`src/rtl/slwf_ram.sv`:
```
// slwf_ram: generic single-write, single-read synchronous RAM, registered read.
// No dependencies.

module slwf_ram #(
   parameter int WIDTH = 8,
   parameter int DEPTH = 256
) (
   input  logic                     clock,
   input  logic                     wr_en,
   input  logic [$clog2(DEPTH)-1:0] wr_addr,
   input  logic [WIDTH-1:0]         wr_data,
   input  logic                     rd_en,
   input  logic [$clog2(DEPTH)-1:0] rd_addr,
   output logic [WIDTH-1:0]         rd_data
);

   logic [WIDTH-1:0] mem [DEPTH];
   logic [WIDTH-1:0] rd_data_ff;

   always_ff @(posedge clock) begin
      if (wr_en) begin
         mem[wr_addr] <= wr_data;
      end
      if (rd_en) begin
         rd_data_ff <= mem[rd_addr];
      end
   end

   assign rd_data = rd_data_ff;

endmodule

```
`config.mk`:
```
export PLATFORM = sky130hd
export DESIGN_NAME = slwf_ram
export DESIGN_NICKNAME = d
export VERILOG_FILES = /design/src/rtl/slwf_ram.sv
export SDC_FILE = /design/constraint.sdc
export NUM_CORES = 2
export LEC_CHECK = 0
export BUFFER_PORTS_ARGS = -buffer_cell sky130_fd_sc_hd__buf_2
export CORE_ASPECT_RATIO = 0.5
export CORE_MARGIN = 2
export CORE_UTILIZATION = 55
export CTS_BUF_LIST = sky130_fd_sc_hd__clkbuf_16
export DETAILED_ROUTE_END_ITERATION = 8
export GPL_TIMING_DRIVEN = 0
export PLACE_DENSITY_LB_ADDON = 0.25
export SLEW_MARGIN = 5
export SYNTH_ARGS = -nofsm -noshare
export SYNTH_HDL_FRONTEND = slang
export SYNTH_SLANG_ARGS = --single-unit
```
`constraint.sdc`:
```
create_clock -name clock -period 5.96 [get_ports clock]
set_clock_uncertainty 0.1 [all_clocks]
set_input_delay 1.192 -clock clock [delete_from_list [all_inputs] [get_ports clock]]
set_output_delay 1.192 -clock clock [all_outputs]
set_load 0.01 [all_outputs]
```
# Word-level counts from Yosys, hierarchy flattened
# Memory sizes are Yosys's and may differ from the RTL's. A register that Yosys moved wholly into a read port is not among the register bits.
# Index checks and enable logic that the tools add are counted.
# W data, S select, Z words.
dict set report word_totals {
  reg_bits 0
  latch_bits 0
  ramBits 2048
  mem_bits_ro 0
  inputBits 27
  output_inout_bits 8
  elab_cells 3
  mem_count 1
}
dict set report op_classes {
  n_addsub 0
  mul 0
  div_mod_pow 0
  magnitude_cmp 0
  n_eq_ne 0
  n_shift 0
  n_mux 2
  n_bitwise 0
  n_reduce_logical 0
}
# memory depth width read_ports rd_ports_with_merged_regs wr line_no
set mem_list {}
lappend mem_list {mem 256 8 1 1 1 17} ;# logic [WIDTH-1:0] mem [DEPTH];
# cell count
set ops {}
lappend ops {{$mux W1} 2}

# Logic depth before layout (Yosys ltp)
dict set report logic_depth {
  word_depth 2
  ltp_mapped 11
  mapped_depth_nobuf 6
}

# Least setup slack after synthesis
# No wires, ideal clock.
dict set report synth_path {
  path_kind {input to register}
  startpoint {input port rd_addr[0]}
  endpoint {register rd_data_ff[2], in the netlist rd_data[2], read port of mem, data pin}
  setup_ps 269
  arrival_time_ps 2999
  required_time_ps 5591
  slack_ps 2592
  cell_stages 9
  n_path_buf 4
  cell_sequence {buf_6 buf_12 buf_8 buf_2 mux4_2 a22oi_1 a21oi_1 nor4_1 nor4_2}
}
# element line_no
set synth_rtl {}
lappend synth_rtl {{from (decl)} 13} ;# input logic [$clog2(DEPTH)-1:0] rd_addr,
lappend synth_rtl {{to (decl)} 18} ;# logic [WIDTH-1:0] rd_data_ff;

==> results.cfg <==
[grt]
grt_pass1_vias = 40500
grtUsageTotal = 0.320
overflow = 0
grt_pass1_wl_um = 320000
grt_max_degree = 157
antenna_found_initial = 18

[layout]
layout-drive-gt1-share = 0.211
multi_input_area_mm2 = 0.0165
nNetsFinal = 3978
fillers = 9638
final_area_mm2 = 0.0881
area_delta_synth_final_pct = 10.6
ff_latch_area_mm2 = 0.0617

[cts]
clk_path_buf_depth = 3
clock_latency_ns = 0.84
numCtsBuffers = 173
cts_hold_buf = 0
cts.sinks = 2056
cts.reportedPaths.clkPinSlew_ns = 0.07
cts_setup_buffers = 0
ctsResizeCount = 0
cts_tree = built
htree_levels = 4
clock-root-buffer = clkbuf_16

[synthesis]
synth_cells = 3733
ys_types = 54
synth.area.top_cells = edfxtp_1, mux4_2, mux2i_1
syn_nets = 3760
synth_enable_flop_cells = 2056
synthFlopType = edfxtp_1
syn_area_mm2 = 0.0796
synth-seq-cells = 2056
post-synth-top-area-cell = edfxtp_1
avgSynthCellArea_um2 = 21.3
async_flop_share = 0
synth_seq_area_share = 0.775
yosys_warnings = 0
synth_top_area_share = 0.775

[detailed_routing]
drc = 1
routedWlPerCell_um = 39.2
ant_nets = 0
first_pass_iters = 9
first_iter_violations = 8034
wirelength_um = 235000
vias = 42700
viasPerCell = 7.11

[sta]
finalSetupViolations = 0
hold_violations = 0
worst_slew_pin_slew_ns = 1.67
slew_headroom = -0.114
max_freq_ghz = 0.181
slew_viol_final = 24
min_period_ns = 5.53
rsz0062_at_grt = false
setup_ws_ns = 0.434
fin_crit_sh = 0.927

[power]
ir_drop_uv = 233
power_density_mw_per_mm2 = 327
power_leakage_nw = 27.2

[critical_path]
crit_path_start_kind = primary input
end_kind = flop
rr_worst_depth = 6
crit_required_ns = 6.35
slowest_delay_ns = 1.24
path_class = in -> reg
crit_slowest_cell = nor4_1
cp_max_fo = 10
cp.arrival_ns = 5.92
crit_path_frequent_cell = buf_2
crit_chain = buf_2, buf_2, buf_1, nand2_1, o22ai_1, nor3_1, nor4_1, nor4_2

[placement]
place_area_mm2 = 0.0826
numPortBuffers = 27
dpl.hpwl_um = 155000
place_ws_ns = -0.123
place_congestion = 1.01

[die]
die_area_mm2 = 0.148
fp.dieH_um = 273
die_x_um = 542
rows = 98
num_io_pins = 35
initial_utilization = 0.556
core-area_mm2 = 0.143

[job]
drv_cap = 5

[min_path]
hold_class = in -> reg
holdPathStages = 1

[status]
violations = DRC, capacitance limit, slew limit
outcome = finished, violations left
final timing paths:
path         slack [ns]         from    endpoint
max reg2reg        2.02   mem[83][3]  rd_data[3]
max                0.43   rd_addr[2]  rd_data[0]
min                0.61        rd_en  rd_data[2]
min reg2reg        1.39  mem[201][2]  rd_data[2]
report_power, final:
group          leakage (nW)  switching [W]  internal [W]  total, W
Combinational          5.86        0.00120      0.000514   0.00171
Sequential             18.5     0.00000858        0.0159    0.0159
Clock                  2.84        0.00517       0.00602    0.0112
Total                  27.2        0.00638        0.0225    0.0289
worst max-delay path, delay by kind of cell:
kind | cells | cell delay (ns)
and+or+nand+nor | 4 | 2.48
buffers and inverters | 3 | 1.71
AOI/OAI and AO/OA | 1 | 0.52
routing by layer:
| metal | vias up | part of all wire | track usage |
|---|---|---|---|
| met5 | - | 0.0011 | 0.00887 |
| met4 | 8 | 0.043 | 0.119 |
| met3 | 556 | 0.17 | 0.136 |
| met2 | 3679 | 0.43 | 0.450 |
| met1 | 22300 | 0.36 | 0.448 |
| li1 | 16100 | - | - |
synth_stat cells, types with 10 or more instances:
library cell / count
edfxtp_1: 2056
mux4_2: 454
nor2_1: 282
mux2i_1: 134
a22oi_1: 133
clkbuf_1: 111
a21oi_1: 96
o221ai_1: 46
nand3_1: 34
nand2_1: 33
buf_2: 31
nor2b_1: 31
o22ai_1: 28
buf_4: 27
nor4_1: 24
buf_1: 22
nor3_1: 22
buf_6: 21
a211oi_1: 16
a221oi_1: 13
buf_8: 13
nand4_1: 10
o211ai_1: 10
o21ai_0: 10
area by class of cell:
class                   count  area share
well taps                1900      0.0270
inverters                   2   0.0000852
plain buffers             233      0.0168
clock inverters           127      0.0106
diodes                     19    0.000540
clock buffers             179      0.0508
flip-flops and latches   2056       0.701
multi-input cells        1442       0.187
repair buffers             43     0.00648
logic make-up (layout without fill, tap and decap cells):
logic type	after synthesis	in the layout	share of synthesized area
AOI/OAI and AO/OA	385	385	0.0342
buffers and inverters	235	584	0.0183
DFF	2056	2056	0.775
muxes	591	591	0.146
other	0	19	0
and+or+nand+nor	466	466	0.0263
per-stage QoR:
| step | total power [W] | util | hold WS, ns | instances | TNS [ns] |
|---|---|---|---|---|---|
| floorplan | 0.0170 | - | 0.764 | 3733 | 0 |
| global placement | 0.0179 | 0.573 | 1.36 | 5660 | -1.07 |
| finish | 0.0289 | 0.615 | 0.613 | 6001 | 0 |
| detailed placement | 0.0179 | 0.576 | 1.37 | 5672 | -0.158 |
| global route | 0.0294 | 0.614 | 0.603 | 5984 | 0 |
| CTS | 0.0287 | 0.614 | 0.570 | 5978 | 0 |
registers in the layout, summed over array words and instances, names as in the netlist:
register	flops
mem	2048
rd_data	8
layout by cell type (no fill, tap or decap), drive strengths merged, types with 2 or more instances in the layout:
| cell type | count |
|---|---|
| o32ai | 5 |
| inv | 58 |
| o22ai | 28 |
| mux4 | 456 |
| buf | 161 |
| o22a | 5 |
| a22o | 8 |
| and2 | 6 |
| edfxtp | 2056 |
| nand2b | 8 |
| a22oi | 133 |
| bufinv | 14 |
| a31oi | 2 |
| o21ai | 12 |
| o211ai | 10 |
| a311oi | 2 |
| o221ai | 47 |
| or2 | 4 |
| nor4 | 27 |
| nor3 | 22 |
| a211oi | 16 |
| clkinvlp | 3 |
| nand2 | 33 |
| nor2b | 31 |
| nand3 | 34 |
| nand4 | 10 |
| clkbuf | 294 |
| nand3b | 2 |
| nor2 | 282 |
| a2111oi | 5 |
| mux2i | 134 |
| diode | 19 |
| and3b | 2 |
| a221oi | 14 |
| clkinv | 54 |
| a21oi | 96 |
Power figures use the tool's default switching activity.
